[config.mk]
export PLATFORM = sky130hd
export DESIGN_NAME = lef_ram
export DESIGN_NICKNAME = d
export VERILOG_FILES = /design/src/rtl/lef_ram.sv
export SDC_FILE = /design/constraint.sdc
export NUM_CORES = 1
export LEC_CHECK = 0
export BUFFER_PORTS_ARGS = -buffer_cell sky130_fd_sc_hd__buf_2
export CELL_PAD_IN_SITES_DETAIL_PLACEMENT = 1
export CELL_PAD_IN_SITES_GLOBAL_PLACEMENT = 1
export CORE_MARGIN = 2
export CORE_UTILIZATION = 28
export DETAILED_ROUTE_END_ITERATION = 10
export PLACE_DENSITY = 0.59
export SYNTH_ARGS = -nofsm -noshare
export SYNTH_HDL_FRONTEND = slang
export SYNTH_SLANG_ARGS = --single-unit
[constraint.sdc]
create_clock -name clk -period 4.2 [get_ports clk]
set_clock_uncertainty 0.2 [all_clocks]
set_input_delay 0.84 -clock clk [delete_from_list [all_inputs] [get_ports clk]]
set_output_delay 0.84 -clock clk [all_outputs]
set_load 0.01 [all_outputs]
[src/rtl/lef_ram.sv]
// Generic simple dual-port RAM with one write port and a registered read port.
module lef_ram #(
  parameter int Width = 8,
  parameter int Depth = 16
) (
  input  logic                     clk,
  input  logic                     wr_en,
  input  logic [$clog2(Depth)-1:0] wr_addr,
  input  logic [Width-1:0]         wr_data,
  input  logic                     rd_en,
  input  logic [$clog2(Depth)-1:0] rd_addr,
  output logic [Width-1:0]         rd_data
);

  logic [Width-1:0] mem [Depth];

  always_ff @(posedge clk) begin
    if (wr_en) begin
      mem[wr_addr] <= wr_data;
    end
  end

  // Read data holds while no read is issued.
  always_ff @(posedge clk) begin
    if (rd_en) begin
      rd_data <= mem[rd_addr];
    end
  end

endmodule

[Word-level counts from Yosys, hierarchy flattened]
Memory sizes are Yosys's and may differ from the RTL's. A register that Yosys moved wholly into a read port is not among the register bits.
Cells that the tools add are included.
Widths: inputs -> output; s select.
Word-level totals
  register bits: 0
  memory bits (writable): 128
  output and inout bits: 8
  logic and storage cells: 3
  memories: 1
Operators by class
  muxes and demuxes: 2
Memories
  mem: depth 16, width 8, rd ports 1, clocked after memory_dff 1, write ports 1, line 15  | logic [Width-1:0] mem [Depth];
Operators with widths (count)
  $mux 1: 2

[Depth between registers and ports, before layout]
  depth after elaboration: 2
  gate-level depth with buffers: 5

[Worst setup path after synthesis]
Ideal clock, no wire load.
  path kind: input to register
  start: in wr_addr[2]
  end: mem mem[0][0], enable pin
  library setup time: 0.383 ns
  arrival time: 1.950 ns
  data required time: 3.617 ns
  setup slack: 1.667 ns
  cell stages on the path: 2
  buffers on the path: 0
  cells stage by stage: or3b_2 nor3_1
RTL lines
  start: declaration: line 8  | input logic [$clog2(Depth)-1:0] wr_addr,
  end: declaration: line 15
Straight into the memory's write port.

==> run summary <==
- routed via count: 2395
- Std-Cell Rows: 49
- highest routed layer: met4
- finished layout cell area: 6110 µm²
- final weighted congestion in routability-driven placement: 0.715
- reg-to-reg setup timing slack: 2430 ps
- beginning of the worst register-to-register path: mem[10][7]
- leakage power summed over all cells: 1.98 nW
- number of antenna repair diodes: 0
- cell count of the worst reg-to-reg path: 3
- post-layout minimum cycle time: 2580 ps
- data required time of the critical path: 4160 ps
- nature of the critical path endpoint: flop
- Die Wd: 141 µm
- hold buffer count at cts: 0
- register bit total from synthesis: 136
- signed area change from the synthesized netlist to the final layout: 16.8%
- Worst R2R End: rd_data[7]
- wire length of the first global-routing pass: 17200 µm
- GR Overflow Total: 0
- Core Region: 18100 µm²
- category of the critical setup timing path: input port to flop
- area post-placement: 5610 µm²
- setup repair after global routing missed its margin: false
- Post-Route Hold Slack: 552 ps
- Root Buffer Master: clkbuf_16
- detailed-route wire length per cell: 22.1 µm
- sinks on the clock net: 136
- post-synthesis instance area: 5230 µm²
- Hold Vio Cnt, Final: 0
- initial core utilization: 28.8%
- number of max-cap violations: 0
- Util after Layout: 33.6%
- clock tree buffer depth: 2
- Final setup viols: 0
- total detailed-routing wirelength: 11200 µm
- synth warn: 0
- clock slew at the register clock pins of the worst setup and hold paths: 50 ps
- total of buffers placed on input and output ports: 26
- average cell area after synthesis: 22.8 µm²
- GRT Util Overall: 12.4%
- DIE HEIGHT: 141 µm
- cell taking the most area after synthesis: edfxtp_1
- Critical Path Sink: rd_data[0]
- largest net degree at the start of global routing: 33
- number of cells on the worst hold path: 3
- share of cells above drive strength 1: 24.7%
- pwr dens: 486 nW/µm²
- fin crit share: 61.4%
- min-delay worst type: flop to flop
- sequential share of the synthesized area: 78.1%
- # IOs: 27
- fmax: 388 MHz
- post-CTS setup-driven buffer insertion count: 0
- clock tree from TritonCTS: built
- Syn Inst Count: 229
- worst setup slack after layout: 1620 ps
- number of nets with antenna violations after routing: 0
- outcome: complete, no violations
- die footprint: 19800 µm²
- total instance count after detailed placement: 479
- post-detail-place hpwl: 7160 µm
- iteration-0 DRC count of the detailed router: 156
- detailed route wirelength on metal2: 5550 µm
- length of routed wiring on met1: 5140 µm
- per-cell via count in the routed design: 4.71
- remaining design rule violation count: 0
- critical path launch point: rd_addr[0]
- First-pass DRT Iterations: 4
- fraction of synthesized cell area taken by the top area cell type: 78.1%
- critical path arrival: 2540 ps
- via count of the first global-routing pass: 2692
- Layout Cells excl Fill: 508
- detailed-routed wire length on met3: 391 µm
- Final #Nets: 288
- Setup TNS Final: 0 ps
- Peak supply drop: 0.000266 V
- kind of start point of the critical path: input port
- largest driver fanout on the critical path: 19
- depth of the CTS H-tree: 4
- dominant cells by area after synthesis: edfxtp_1 78%, mux4_2 7.8%, mux4_1 7.0%, a22oi_1 2.3%, nor2_1 0.93%
- Setup WS pre-CTS: 1130 ps
- final-layout fill cell count: 1807
- nets in the synthesized netlist: 248
- latest clock arrival within the worst-skew pair: 420 ps
- number of buffers inserted during clock tree synthesis: 17
- worst relative slew slack: 21.1%
- Yosys cell types: 18
- total power consumption of the routed design: 2.97 mW
- Least-Margin Pin Slew: 1180 ps
- final max-slew violation count: 0
- count of cells resized by post-cts repair: 0
- antenna violations before repair: 0
==> flip-flops by register name (all words and copies together), names as in the netlist <==
register,flops
mem,128
rd_data,8
==> cell usage after synthesis, drive strengths merged <==
cell type	number
a22oi	16
edfxtp	136
mux4	32
buf	7
nand3	1
nor2	13
clkdlybuf4s25	3
and2b	1
nand2	9
nand2b	2
nand3b	2
nor2b	1
nor3	4
or3b	1
and2	1
==> placed cells by master (no fill, tap or decap) <==
master       n
nor2_1      13
clkbuf_16   17
buf_4        4
clkinv_2     1
nor2b_1      1
buf_2       26
nand2b_1     2
and2_1       1
clkbuf_1     3
clkinv_1     7
a22oi_1     16
or3b_2       1
nand3b_1     2
buf_12       1
bufinv_16    1
nand2_1      9
mux4_2      18
nor3_1       4
mux4_1      14
and2b_1      1
edfxtp_1   136
nand3_1      1
==> critical path: stages <==
cell     delay [ps]
buf_2           420
buf_12          260
mux4_1          600
a22oi_1         320
nand2_1          90
==> layout make-up <==
class                      instances  area [µm²]  area share [%]
clock buffer                      20         437            7.15
clock inverter                     9        61.3            1.00
multi-input combinational         83        1060            17.3
sequential                       136        4080            66.9
tap                              229         287            4.69
timing repair buffer              31         180            2.95
==> worst min-delay path by stage <==
stage / startpoint / endpoint / slack [ps]
after CTS: mem[15][5] / rd_data[5] / 560
after global routing: rd_en / rd_data[4] / 570
after detailed placement: mem[15][5] / rd_data[5] / 540
after floorplan: mem[7][0] / rd_data[0] / 500
final: mem[15][0] / rd_data[0] / 550
after global placement: mem[15][5] / rd_data[5] / 530
==> metal layers <==
metal  track usage (%)  vias up
met5                 0        -
met4              5.21        0
met3              3.87       15
met2              19.5       56
met1              16.1     1268
li1                  -     1056
==> report_power, final <==
part / leakage, nW / internal (mW) / total, mW / switching [mW]
Combinational: 0.504 / 0.0553 / 0.140 / 0.0850
Sequential: 1.24 / 1.53 / 1.54 / 0.00764
Clock: 0.242 / 0.785 / 1.29 / 0.502
==> logic make-up after synthesis <==
family / share of synthesized area (%)
AOI/OAI and AO/OA: 2.30
buffers and inverters: 1.65
DFF: 78.1
muxes: 14.8
and+or+nand+nor: 3.14
Note: power is estimated with default switching activity, not from simulation.
